$ cat config.mk
export PLATFORM = sky130hd
export DESIGN_NAME = pgm_stream_parser
export DESIGN_NICKNAME = d
export VERILOG_FILES = /design/src/sv/pgm_pkg.sv /design/src/sv/pgm_front.sv /design/src/sv/pgm_back.sv /design/src/sv/pgm_stream_parser.sv
export SDC_FILE = /design/constraint.sdc
export NUM_CORES = 1
export LEC_CHECK = 0
export BUFFER_PORTS_ARGS = -buffer_cell sky130_fd_sc_hd__clkbuf_2
export CORE_MARGIN = 8
export CORE_UTILIZATION = 35
export CTS_BUF_LIST = sky130_fd_sc_hd__clkbuf_8
export DETAILED_ROUTE_END_ITERATION = 10
export PLACE_DENSITY_LB_ADDON = 0.2
export SLEW_MARGIN = 15
export SYNTH_ARGS = -nofsm -noshare
export SYNTH_HDL_FRONTEND = slang
export SYNTH_SLANG_ARGS = --single-unit
$ cat constraint.sdc
create_clock -name clk_i -period 7.3 [get_ports clk_i]
set_input_delay 1.095 -clock clk_i [delete_from_list [all_inputs] [get_ports clk_i]]
set_output_delay 1.095 -clock clk_i [all_outputs]
set_load 0.02 [all_outputs]
$ cat src/sv/pgm_pkg.sv
// Shared types and constants of the PGM stream parser.
package pgm_pkg;

  localparam int unsigned MaxDim   = 65535;
  localparam logic [16:0] DimLimit = (MaxDim < 65535) ? 17'(MaxDim) : 17'd65535;
  localparam logic [16:0] TokenCap = 17'd131071;

  typedef enum logic [3:0] {
    PH_MAGIC     = 4'd0,
    PH_WIDTH     = 4'd1,
    PH_HEIGHT    = 4'd2,
    PH_MAXVAL    = 4'd3,
    PH_PIX_ASCII = 4'd4,
    PH_PIX_BIN   = 4'd5,
    PH_DONE      = 4'd6,
    PH_ERROR     = 4'd7
  } phase_e;

  typedef enum logic [1:0] {
    KIND_HEADER = 2'd0,
    KIND_PIXEL  = 2'd1,
    KIND_ERROR  = 2'd2
  } kind_e;

  typedef enum logic [2:0] {
    ERR_MAGIC     = 3'd0,
    ERR_TOKEN     = 3'd1,
    ERR_HEADER    = 3'd2,
    ERR_RANGE     = 3'd3,
    ERR_TRUNCATED = 3'd4
  } err_e;

  localparam logic [7:0] ChHash = 8'h23;
  localparam logic [7:0] ChCr   = 8'h0d;
  localparam logic [7:0] ChLf   = 8'h0a;
  localparam logic [7:0] ChP    = 8'h50;
  localparam logic [7:0] Ch2    = 8'h32;
  localparam logic [7:0] Ch5    = 8'h35;
  localparam logic [7:0] ChMinus = 8'h2d;
  localparam logic [7:0] Ch0    = 8'h30;
  localparam logic [7:0] Ch9    = 8'h39;
  localparam logic [16:0] MaxVal = 17'd255;

  // Classified byte request passed from front to back.
  typedef struct packed {
    logic       eof;
    logic       ws;
    logic       is_hash;
    logic       is_cr;
    logic       is_lf;
    logic       is_digit;
    logic       is_minus;
    logic [7:0] data;
  } req_t;

  // One result item.
  typedef struct packed {
    logic [1:0]  kind;
    logic [7:0]  pixel_value;
    logic [15:0] col;
    logic [15:0] row;
    logic [15:0] width;
    logic [15:0] height;
    logic        binary_format;
    logic [2:0]  error_code;
    logic        image_done;
    logic        last_of_run;
  } res_t;

  localparam int ResW = $bits(res_t);

endpackage

$ cat src/sv/pgm_front.sv
// Front end: accepts input bytes, classifies them, small request queue.
module pgm_front (
  input  logic          clk_i,
  input  logic          rst_ni,
  input  logic          in_valid_i,
  output logic          in_ready_o,
  input  logic          in_eof_i,
  input  logic [7:0]    in_data_i,
  output logic          req_valid_o,
  input  logic          req_ready_i,
  output pgm_pkg::req_t req_o
);
  import pgm_pkg::*;

  req_t       slot_q [2];
  logic [1:0] cnt_q, cnt_d;
  logic       rd_q, rd_d, wr_q, wr_d;
  req_t       cls;
  logic       push, pop;

  always_comb begin
    cls.eof      = in_eof_i;
    cls.data     = in_data_i;
    cls.is_hash  = in_data_i == ChHash;
    cls.is_cr    = in_data_i == ChCr;
    cls.is_lf    = in_data_i == ChLf;
    cls.is_minus = in_data_i == ChMinus;
    cls.is_digit = (in_data_i >= Ch0) && (in_data_i <= Ch9);
    cls.ws       = (in_data_i == 8'h20) || (in_data_i >= 8'h09 && in_data_i <= 8'h0d)
                   || cls.is_hash;
  end

  assign in_ready_o  = cnt_q != 2'd2;
  assign req_valid_o = cnt_q != 2'd0;
  assign req_o       = slot_q[rd_q];
  assign push        = in_valid_i && in_ready_o;
  assign pop         = req_valid_o && req_ready_i;

  always_comb begin
    cnt_d = cnt_q;
    rd_d  = rd_q;
    wr_d  = wr_q;
    if (push) begin
      wr_d = ~wr_q;
    end
    if (pop) begin
      rd_d = ~rd_q;
    end
    if (push && !pop) begin
      cnt_d = cnt_q + 2'd1;
    end else if (pop && !push) begin
      cnt_d = cnt_q - 2'd1;
    end
  end

  always_ff @(posedge clk_i or negedge rst_ni) begin
    if (!rst_ni) begin
      cnt_q <= 2'd0;
      rd_q  <= 1'b0;
      wr_q  <= 1'b0;
    end else begin
      cnt_q <= cnt_d;
      rd_q  <= rd_d;
      wr_q  <= wr_d;
    end
  end

  always_ff @(posedge clk_i) begin
    if (push) begin
      slot_q[wr_q] <= cls;
    end
  end
endmodule

$ cat src/sv/pgm_back.sv
// Back end: token assembly, header checks, pixel counting and result queue.
module pgm_back (
  input  logic          clk_i,
  input  logic          rst_ni,
  input  logic          req_valid_i,
  output logic          req_ready_o,
  input  pgm_pkg::req_t req_i,
  output logic          res_valid_o,
  input  logic          res_ready_i,
  output pgm_pkg::res_t res_o
);
  import pgm_pkg::*;

  phase_e      phase_q, phase_d;
  logic        cmt_q, cmt_d, tok_q, tok_d, acr_q, acr_d;
  logic [16:0] val_q, val_d;
  logic        sign_q, sign_d, dig_q, dig_d, bad_q, bad_d, mag_q, mag_d;
  logic [1:0]  mc_q, mc_d;
  logic [15:0] w_q, w_d, h_q, h_d, c_q, c_d, r_q, r_d;
  logic        fb_q, fb_d;

  // Result queue of four entries.
  res_t        rq_q [4];
  logic [1:0]  rrd_q, rwr_q;
  logic [2:0]  rcnt_q;
  logic [1:0]  n_res;
  res_t        ra, rb;
  logic        go, pop;

  assign req_ready_o = rcnt_q <= 3'd2;
  assign go          = req_valid_i && req_ready_o;
  assign res_valid_o = rcnt_q != 3'd0;
  assign res_o       = rq_q[rrd_q];
  assign pop         = res_valid_o && res_ready_i;

  // Token end evaluation on current state.
  logic        neg;
  logic        dim_ok;

  assign neg    = sign_q && (val_q != 17'd0);
  assign dim_ok = !neg && (val_q >= 17'd1) && (val_q <= DimLimit);

  function automatic res_t mk(kind_e k, logic [7:0] p, logic [15:0] c, logic [15:0] r,
                              logic [15:0] w, logic [15:0] h, logic f, err_e e,
                              logic d);
    res_t t;
    t.kind = k;
    t.pixel_value = p;
    t.col = c;
    t.row = r;
    t.width = w;
    t.height = h;
    t.binary_format = f;
    t.error_code = e;
    t.image_done = d;
    t.last_of_run = 1'b0;
    return t;
  endfunction

  logic [20:0] prod;
  assign prod = {4'd0, val_q} * 21'd10 + {13'd0, req_i.data - Ch0};

  always_comb begin
    logic [15:0] cn, rn;
    logic        done;
    logic [7:0]  pv;
    logic        do_pix;
    res_t        t;
    phase_d = phase_q;
    cmt_d = cmt_q; tok_d = tok_q; acr_d = acr_q;
    val_d = val_q; sign_d = sign_q; dig_d = dig_q; bad_d = bad_q; mag_d = mag_q;
    mc_d = mc_q; w_d = w_q; h_d = h_q; c_d = c_q; r_d = r_q; fb_d = fb_q;
    n_res = 2'd0;
    ra = '0;
    rb = '0;
    do_pix = 1'b0;
    pv = 8'd0;
    t = '0;
    cn = c_q + 16'd1;
    rn = r_q;
    done = 1'b0;
    if (cn >= w_q) begin
      cn = 16'd0;
      rn = r_q + 16'd1;
      done = rn >= h_q;
    end

    // Token end (shared by eof and whitespace).
    if ((req_i.eof || (req_i.ws && phase_q != PH_DONE && phase_q != PH_ERROR && !cmt_q
        && phase_q != PH_PIX_BIN)) && tok_q && phase_q <= PH_PIX_ASCII) begin
      tok_d = 1'b0; val_d = '0; sign_d = 1'b0; dig_d = 1'b0; bad_d = 1'b0;
      mag_d = 1'b0; mc_d = 2'd0;
      if (phase_q == PH_MAGIC) begin
        if (mag_q && mc_q == 2'd2) begin
          fb_d = val_q != 17'd0;
          phase_d = PH_WIDTH;
        end else begin
          fb_d = 1'b0;
          w_d = '0; h_d = '0;
          phase_d = PH_ERROR;
          t = mk(KIND_ERROR, '0, '0, '0, '0, '0, 1'b0, ERR_MAGIC, 1'b0);
          n_res = 2'd1;
        end
      end else if (bad_q || !dig_q) begin
        if (phase_q <= PH_MAXVAL) begin
          w_d = '0; h_d = '0;
        end
        phase_d = PH_ERROR;
        t = mk(KIND_ERROR, '0, '0, '0, (phase_q <= PH_MAXVAL) ? 16'd0 : w_q,
               (phase_q <= PH_MAXVAL) ? 16'd0 : h_q, fb_q, ERR_TOKEN, 1'b0);
        n_res = 2'd1;
      end else begin
        case (phase_q)
          PH_WIDTH: begin
            w_d = dim_ok ? val_q[15:0] : 16'd0;
            phase_d = PH_HEIGHT;
          end
          PH_HEIGHT: begin
            h_d = dim_ok ? val_q[15:0] : 16'd0;
            phase_d = PH_MAXVAL;
          end
          PH_MAXVAL: begin
            if (w_q == 16'd0 || h_q == 16'd0 || neg || val_q != MaxVal) begin
              w_d = '0; h_d = '0;
              phase_d = PH_ERROR;
              t = mk(KIND_ERROR, '0, '0, '0, '0, '0, fb_q, ERR_HEADER, 1'b0);
            end else begin
              c_d = '0; r_d = '0;
              phase_d = fb_q ? PH_PIX_BIN : PH_PIX_ASCII;
              t = mk(KIND_HEADER, '0, '0, '0, w_q, h_q, fb_q, ERR_MAGIC, 1'b0);
              if (fb_q && req_i.is_cr && !req_i.eof) begin
                acr_d = 1'b1;
              end
            end
            n_res = 2'd1;
          end
          PH_PIX_ASCII: begin
            if (neg || val_q > MaxVal) begin
              phase_d = PH_ERROR;
              t = mk(KIND_ERROR, '0, '0, '0, w_q, h_q, fb_q, ERR_RANGE, 1'b0);
              n_res = 2'd1;
            end else begin
              do_pix = 1'b1;
              pv = val_q[7:0];
            end
          end
          default: begin
          end
        endcase
      end
    end

    if (req_i.eof) begin
      if (do_pix) begin
        t = mk(KIND_PIXEL, pv, c_q, r_q, w_q, h_q, fb_q, ERR_MAGIC, done);
        n_res = 2'd1;
      end
      ra = t;
      if (!(phase_d == PH_DONE || phase_d == PH_ERROR || (do_pix && done))) begin
        rb = mk(KIND_ERROR, '0, '0, '0,
                (phase_d <= PH_MAXVAL) ? 16'd0 : w_d,
                (phase_d <= PH_MAXVAL) ? 16'd0 : h_d, fb_d, ERR_TRUNCATED, 1'b0);
        if (n_res == 2'd0) begin
          ra = rb;
          n_res = 2'd1;
        end else begin
          n_res = 2'd2;
        end
      end
      ra.last_of_run = n_res == 2'd1;
      rb.last_of_run = 1'b1;
      phase_d = PH_MAGIC;
      cmt_d = 1'b0; tok_d = 1'b0; acr_d = 1'b0; val_d = '0; sign_d = 1'b0;
      dig_d = 1'b0; bad_d = 1'b0; mag_d = 1'b0; mc_d = 2'd0;
      w_d = '0; h_d = '0; fb_d = 1'b0; c_d = '0; r_d = '0;
    end else if (phase_q == PH_DONE || phase_q == PH_ERROR) begin
      n_res = 2'd0;
    end else if (cmt_q) begin
      if (req_i.is_lf) begin
        cmt_d = 1'b0;
      end
    end else if (phase_q == PH_PIX_BIN) begin
      acr_d = 1'b0;
      if (!(acr_q && req_i.is_lf)) begin
        ra = mk(KIND_PIXEL, req_i.data, c_q, r_q, w_q, h_q, fb_q, ERR_MAGIC, done);
        ra.last_of_run = 1'b1;
        n_res = 2'd1;
        c_d = cn; r_d = rn;
        if (done) begin
          phase_d = PH_DONE;
        end
      end
    end else if (req_i.ws) begin
      if (do_pix) begin
        t = mk(KIND_PIXEL, pv, c_q, r_q, w_q, h_q, fb_q, ERR_MAGIC, done);
        n_res = 2'd1;
        c_d = cn; r_d = rn;
        if (done) begin
          phase_d = PH_DONE;
        end
      end
      if (req_i.is_hash && phase_d != PH_ERROR) begin
        cmt_d = 1'b1;
      end
      ra = t;
      ra.last_of_run = 1'b1;
    end else begin
      tok_d = 1'b1;
      if (mc_q != 2'd3) begin
        mc_d = mc_q + 2'd1;
      end
      if (phase_q == PH_MAGIC) begin
        if (mc_q == 2'd0) begin
          mag_d = req_i.data == ChP;
        end else if (mc_q == 2'd1) begin
          if (req_i.data != Ch2 && req_i.data != Ch5) begin
            mag_d = 1'b0;
          end
          val_d = (req_i.data == Ch5) ? 17'd1 : 17'd0;
        end else begin
          mag_d = 1'b0;
        end
      end else if (mc_q == 2'd0 && req_i.is_minus) begin
        sign_d = 1'b1;
      end else if (req_i.is_digit) begin
        dig_d = 1'b1;
        if (prod > {4'd0, TokenCap}) begin
          val_d = TokenCap;
          bad_d = bad_q;
        end else begin
          val_d = prod[16:0];
        end
      end else begin
        bad_d = 1'b1;
      end
    end
  end

  logic [1:0] npush;
  assign npush = go ? n_res : 2'd0;

  always_ff @(posedge clk_i or negedge rst_ni) begin
    if (!rst_ni) begin
      phase_q <= PH_MAGIC;
      cmt_q <= 1'b0; tok_q <= 1'b0; acr_q <= 1'b0;
      val_q <= '0; sign_q <= 1'b0; dig_q <= 1'b0; bad_q <= 1'b0; mag_q <= 1'b0;
      mc_q <= '0; w_q <= '0; h_q <= '0; c_q <= '0; r_q <= '0; fb_q <= 1'b0;
      rrd_q <= '0; rwr_q <= '0; rcnt_q <= '0;
    end else begin
      if (go) begin
        phase_q <= phase_d;
        cmt_q <= cmt_d; tok_q <= tok_d; acr_q <= acr_d;
        val_q <= val_d; sign_q <= sign_d; dig_q <= dig_d; bad_q <= bad_d;
        mag_q <= mag_d; mc_q <= mc_d; w_q <= w_d; h_q <= h_d;
        c_q <= c_d; r_q <= r_d; fb_q <= fb_d;
      end
      rwr_q  <= rwr_q + npush;
      if (pop) begin
        rrd_q <= rrd_q + 2'd1;
      end
      rcnt_q <= rcnt_q + {1'b0, npush} - {2'd0, pop};
    end
  end

  always_ff @(posedge clk_i) begin
    if (npush != 2'd0) begin
      rq_q[rwr_q] <= ra;
    end
    if (npush == 2'd2) begin
      rq_q[rwr_q + 2'd1] <= rb;
    end
  end
endmodule

$ cat src/sv/pgm_stream_parser.sv
// Top level of the PGM stream parser.
// Each accepted byte is registered in the front-end request queue, and its results are
// registered in the back-end result queue, from which they are offered.
// Throughput: one byte per cycle while both queues have room; an end of file may give two results,
// which drain from a four-entry result queue at one per cycle while m_axis_tready is high.
// Reset: rst_ni clears the parser to expect a magic token; queues empty.
module pgm_stream_parser (
  input  logic        clk_i,
  input  logic        rst_ni,
  input  logic        s_axis_tvalid,
  output logic        s_axis_tready,
  input  logic [7:0]  s_axis_tdata,   // data_byte
  input  logic        s_axis_tuser,   // func
  output logic        m_axis_tvalid,
  input  logic        m_axis_tready,
  output logic [87:0] m_axis_tdata,   // pixel_value, col, row, width, height, error_code,
                                      // image_done, 0s
  output logic [2:0]  m_axis_tuser,   // kind, binary_format
  output logic        m_axis_tlast    // last_of_run
);
  import pgm_pkg::*;

  logic req_valid, req_ready;
  req_t req;
  res_t res;

  pgm_front u_front (
    .clk_i, .rst_ni,
    .in_valid_i(s_axis_tvalid), .in_ready_o(s_axis_tready),
    .in_eof_i(s_axis_tuser), .in_data_i(s_axis_tdata),
    .req_valid_o(req_valid), .req_ready_i(req_ready), .req_o(req)
  );

  pgm_back u_back (
    .clk_i, .rst_ni,
    .req_valid_i(req_valid), .req_ready_o(req_ready), .req_i(req),
    .res_valid_o(m_axis_tvalid), .res_ready_i(m_axis_tready), .res_o(res)
  );

  assign m_axis_tdata = {4'd0, res.image_done, res.error_code, res.height, res.width,
                         res.row, res.col, res.pixel_value};
  assign m_axis_tuser = {res.binary_format, res.kind};
  assign m_axis_tlast = res.last_of_run;
endmodule

-- After elaboration in Yosys (flattened, before gate mapping)
Memory sizes are Yosys's and may differ from the RTL's.
Index checks and enable logic that the tools add are counted.
- multiply operators: 1
- eq/ne operators: 31
- order comparisons: 14
- reduce and logical (&&, ||, !) cells: 53
- bitwise logic cells: 2
- $add $sub $neg: 12
- multiplexer cells: 205
- operators with widths (kind ; number):
    two-way mux 80 bit ; 16
    two-way mux 16 bit ; 43
    two-way mux 17 bit ; 12
    one-hot mux 80 bit (2 select lines) ; 1
    two-way mux 1 bit ; 80
    two-way mux 79 bit ; 1
    two-way mux 4 bit ; 18
    one-hot mux 16 bit (2 select lines) ; 2
    two-way mux 2 bit ; 24
    two-way mux 8 bit ; 5
    adder 16 x 1 -> 16 bit, second input constant ; 2
    equality test 8 x 6 -> 1 bit, second input constant ; 4
    greater-or-equal comparator 16 bit ; 2
    zero test 16 bit ; 2
    equality test 4 x 3 -> 1 bit, second input constant ; 6
    logical AND 1 bit ; 24
    adder 21 x 8 -> 21 bit ; 1
    greater-than comparator 21 x 17 -> 1 bit, second input constant ; 1
    multiplier 17 x 3 -> 20 bit, second input constant ; 1
    greater-or-equal comparator 17 x 1 -> 1 bit, second input constant ; 1
    greater-than comparator 17 x 8 -> 1 bit, second input constant ; 1
    <= comparator 17 x 16 -> 1 bit, second input constant ; 1
    inequality test 17 x 8 -> 1 bit, second input constant ; 1
    nonzero test 17 bit ; 1
    35 further kinds ; 68
- register bits: 106
- word-level logic and storage cells: 341
- bits of input ports: 13
- memories kept: 2
- RAM bits: 350
- output and inout bits: 94
- memories (name ; depth ; bits a word ; rd ports ; clocked after memory_dff ; write ports ; RTL line ; text):
    u_back.rq_q ; 4 ; 80 ; 1 ; 0 ; 2 ; pgm_back.sv:23 ; res_t rq_q [4];
    u_front.slot_q ; 2 ; 15 ; 1 ; 0 ; 1 ; pgm_front.sv:15 ; req_t slot_q [2];

-- Depth between registers and ports, before layout
- word-level depth: 24
- mapped depth: 25
- mapped depth without buffers: 24

-- Hierarchy
From an unflattened synthesis, not the netlist that was laid out.
- cell total of the unflattened synthesis: 2359
- area total of the unflattened synthesis: 24185.7 um2
- by module, submodules not included (module ; seq. area each (um2) ; area each (um2) ; cells each ; instances):
    pgm_back ; 10400.0 ; 22690.5 ; 2260 ; 1
    pgm_front ; 1001.0 ; 1401.3 ; 86 ; 1
    pgm_stream_parser ; 0.0 ; 93.8 ; 13 ; 1

-- Worst setup path before layout
OpenSTA, ideal clock, no wires.
- path type: reg-to-reg
- from: register u_back.r_q[2]
- to: memory u_back.rq_q[1][0] in the netlist's numbering, enable pin
- data required time: 6.909 ns
- cell stages (with the launch flop): 25
- library setup time: 0.391 ns
- clock period less this slack: 5.775 ns
- path slack: 1.525 ns
- path buffers: 2
- data arrival time: 5.384 ns
- cells stage by stage: dfrtp_1 > clkbuf_1 > and3_1 > and3_1 > and3_1 > and3_1 > nand3_1 > nor2_1 > xor2_1 > ha_1 > a21o_1 > a21o_1 > a21oi_1 > o21a_1 > o21ai_0 > a31oi_2 > ha_1 > nor2_1 > or2_1 > a221o_2 > nand2_2 > nor2_2 > nor2_4 > buf_2 > inv_1
- RTL lines (what ; RTL line ; text):
    start, declared ; pgm_back.sv:19 ; logic [15:0] w_q, w_d, h_q, h_d, c_q, c_d, r_q, r_d;
    start signal, assigned ; pgm_back.sv:247 ; mc_q <= '0; w_q <= '0; h_q <= '0; c_q <= '0; r_q <= '0; fb_q <= 1'b0;
    start signal, assigned ; pgm_back.sv:255 ; c_q <= c_d; r_q <= r_d; fb_q <= fb_d;
    end, declared ; pgm_back.sv:23 ;

==> results.json <==
{
  "cts_buffers": 81,
  "tns_ns": 0,
  "p_leak_nw": 10.9,
  "ys_top_cells_by_area": "edfxtp_1, dfxtp_1, dfrtp_1",
  "ir_drop_v": 0.000244,
  "drtPass1Iterations": 7,
  "yosysTopAreaCellShare_pct": 20.6,
  "nNetsFinal": 2579,
  "grt_pass1_vias": 20809,
  "synthFlopType": "dfxtp_1",
  "cts.sinks": 456,
  "cts_tree": "built",
  "critPathSlowestCell": "nor3_4",
  "fin_skew_ns": 0.0416,
  "async_flop_share_pct": 23.2,
  "critPathCaptureType": "register",
  "dp_hpwl_mm": 57.7,
  "reg2reg_depth": 23,
  "rrSetupSlack_ns": 0.99,
  "synth_edf_count": 174,
  "drive_gt1_share_pct": 15.9,
  "cp-start-kind": "register",
  "min_path_cells": 2,
  "synthTopCellsByCount": "nand2_1, dfxtp_1, edfxtp_1",
  "drv_slew": 0,
  "yosysWarningCount": 0,
  "crit_required_ns": 7.67,
  "path_class": "reg2reg",
  "globalplace.congestion": 0.923,
  "cpLargestDelayFamily": "simple AND/OR/NAND/NOR gates",
  "crit_fanout": 23,
  "synth_area_sq_um": 25300,
  "drtIter0Drc": 1985,
  "htreeDepth": 3,
  "crit_top_cell": "and3_1",
  "yosysMostFrequentCell": "nand2_1",
  "synthCells": 2464,
  "num-fill-cells": 7072,
  "powerDensity_nw_per_um2": 349,
  "path_buf_inv": 2,
  "grt_pass1_wl_mm": 130,
  "cts-root-buf": "clkbuf_8",
  "fin_crit_ns": 6.31,
  "post-route-period-util_pct": 86.4,
  "final_cells": 3492,
  "io_pins": 107,
  "grt_usage_pct": 20.3,
  "cts_buffer_depth": 3,
  "die_h_um": 285,
  "initial_core_util_pct": 35.4,
  "max_stage_delay_ns": 0.55,
  "rows": 98,
  "die-area_sq_um": 81300,
  "worstHoldEndpoint": "u_back.rq_q[3][67]",
  "hold_start": "u_back.rq_q[3][67]",
  "postCtsHoldBufs": 0,
  "cap_violations": 0,
  "path_clk_slew_ns": 0.06,
  "avgViaCountPerCell": 6.05,
  "synth_seq_area_share_pct": 45.0,
  "synth_area_leader_cell": "edfxtp_1",
  "portBuffers": 94,
  "cts_setup_buffers": 0,
  "cts-resized-gates": 0,
  "clk_latency_ns": 0.69,
  "slew_headroom_pct": 19.0,
  "ant_nets": 0,
  "post-place-cells": 3345,
  "finalWirelength_mm": 85.6,
  "worstMarginPinSlew_ns": 1.21,
  "synth_seq_cells": 456,
  "rsz0062_at_grt": "false",
  "wire_per_inst_um": 24.5,
  "path_cells": "and3_1 > and3_1 > and3_1 > and3_1 > nand3_1 > nor2_1 > xor2_1 > ha_1 > a21o_1 > a21o_1 > a21oi_1 > o21a_1 > o21ai_0 > a31oi_2 > ha_1 > nor2_1 > or2_1 > a221o_2 > nand2_2 > nor3_4 > nor2_4 > inv_1 > buf_12",
  "num_vias": 21117,
  "rr_endpoint": "u_back.rq_q[0][17]",
  "status": "finished clean",
  "setup_violations": 0,
  "antenna_found_initial": 2,
  "area_delta_synth_final_pct": 10.8,
  "grt_overflow": 0,
  "hold_class": "reg2reg",
  "synth_cell_types": 101,
  "drc_errors": 0,
  "r2r_start": "u_back.r_q[2]",
  "whs_ns": 0.453,
  "worstPathArrival_ns": 6.68,
  "hold_viol": 0,
  "fmax_mhz": 158,
  "syn_area_per_cell_sq_um": 10.3,
  "die_x_um": 285,
  "core_area_sq_um": 71600,
  "grt_max_degree": 85
}
==> cell families after synthesis <==
| group | count (synthesis) | share of synthesized area [%] |
|---|---|---|
| other | 1 | 0.0148 |
| AOI/OAI and AO/OA | 743 | 22.0 |
| DFF | 456 | 45.0 |
| buffers and inverters | 291 | 4.97 |
| and+or+nand+nor | 729 | 13.8 |
| muxes | 103 | 8.06 |
| xor gates and xnor gates | 54 | 1.87 |
| adders and majority gates | 87 | 4.38 |
==> per-layer routing <==
layer	wire, um	track usage [%]	vias to the layer above	share of wire [%]
met5	13	0	-	0.015
met4	2890	8.00	2	3.4
met3	6290	3.58	161	7.3
met2	39700	32.2	950	46
met1	36700	27.5	10534	43
li1	-	-	9470	-
==> worst min-delay path, delay by kind of cell, from the launching register on <==
kind	cells	cell delay [ns]
AOI/OAI and AO/OA	1	0.05
DFF	1	0.30
and+or+nand+nor	1	0.05
==> stage by stage <==
stage | worst slack (ns) | power [mW] | util, % | instance area, sq um
after floorplan | 1.53 | 6.13 | - | 25400
after global placement | 1.21 | 7.45 | 37.0 | 26500
after detailed placement | 1.04 | 7.50 | 37.0 | 26500
after CTS | 1.01 | 9.84 | 39.2 | 28100
after global routing | 0.544 | 10.4 | 39.2 | 28100
final | 0.991 | 9.79 | 39.2 | 28100
==> power by group <==
part	total [mW]	internal [mW]	switching, mW
Combinational	4.17	1.36	2.82
Clock	2.32	1.20	1.12
Sequential	3.30	2.95	0.353
==> worst max-delay path by stage <==
stage | start | to | cells past startpoint
floorplan | u_back.r_q[2] | u_back.rq_q[1][0] | 24
global placement | u_back.r_q[2] | u_back.rq_q[1][17] | 24
detailed placement | u_back.r_q[2] | u_back.rq_q[0][16] | 23
CTS | u_back.r_q[2] | u_back.rq_q[0][17] | 23
global route | u_back.r_q[2] | u_back.rq_q[0][17] | 23
finish | u_back.r_q[2] | u_back.rq_q[0][17] | 23
==> layout by cell type, fill, tap and decap left out, drive strengths merged, types with 48 or more instances in the layout <==
master  instances
mux4           80
clkbuf        182
inv            92
dfrtp         106
nand2         294
o22ai          48
o21ai         121
a21oi         115
a22o           90
dfxtp         176
nand3         101
buf            53
nor2          154
a32oi          50
ha             84
edfxtp        174
a32o          100
==> state kept, by name, summed over array words and instances, names as in the netlist, 3 cells and up <==
name            flops
u_back.rq_q       320
u_front.slot_q     30
u_back.val_q       17
u_back.c_q         16
u_back.h_q         16
u_back.r_q         16
u_back.w_q         16
u_back.phase_q      4
u_back.rcnt_q       3
==> layout make-up <==
cell class	instances	area (sq um)	share of cell area [%]
Inverter	66	248	0.882
Clock inverter	56	329	1.17
Timing Repair Buffer	146	908	3.23
Tap cell	950	1190	4.23
Antenna cell	1	2.50	0.00891
Multi-Input combinational cell	1728	12800	45.5
Clock buffer	89	1220	4.36
Sequential cell	456	11400	40.6
Note: power is estimated with default switching activity, not from simulation.
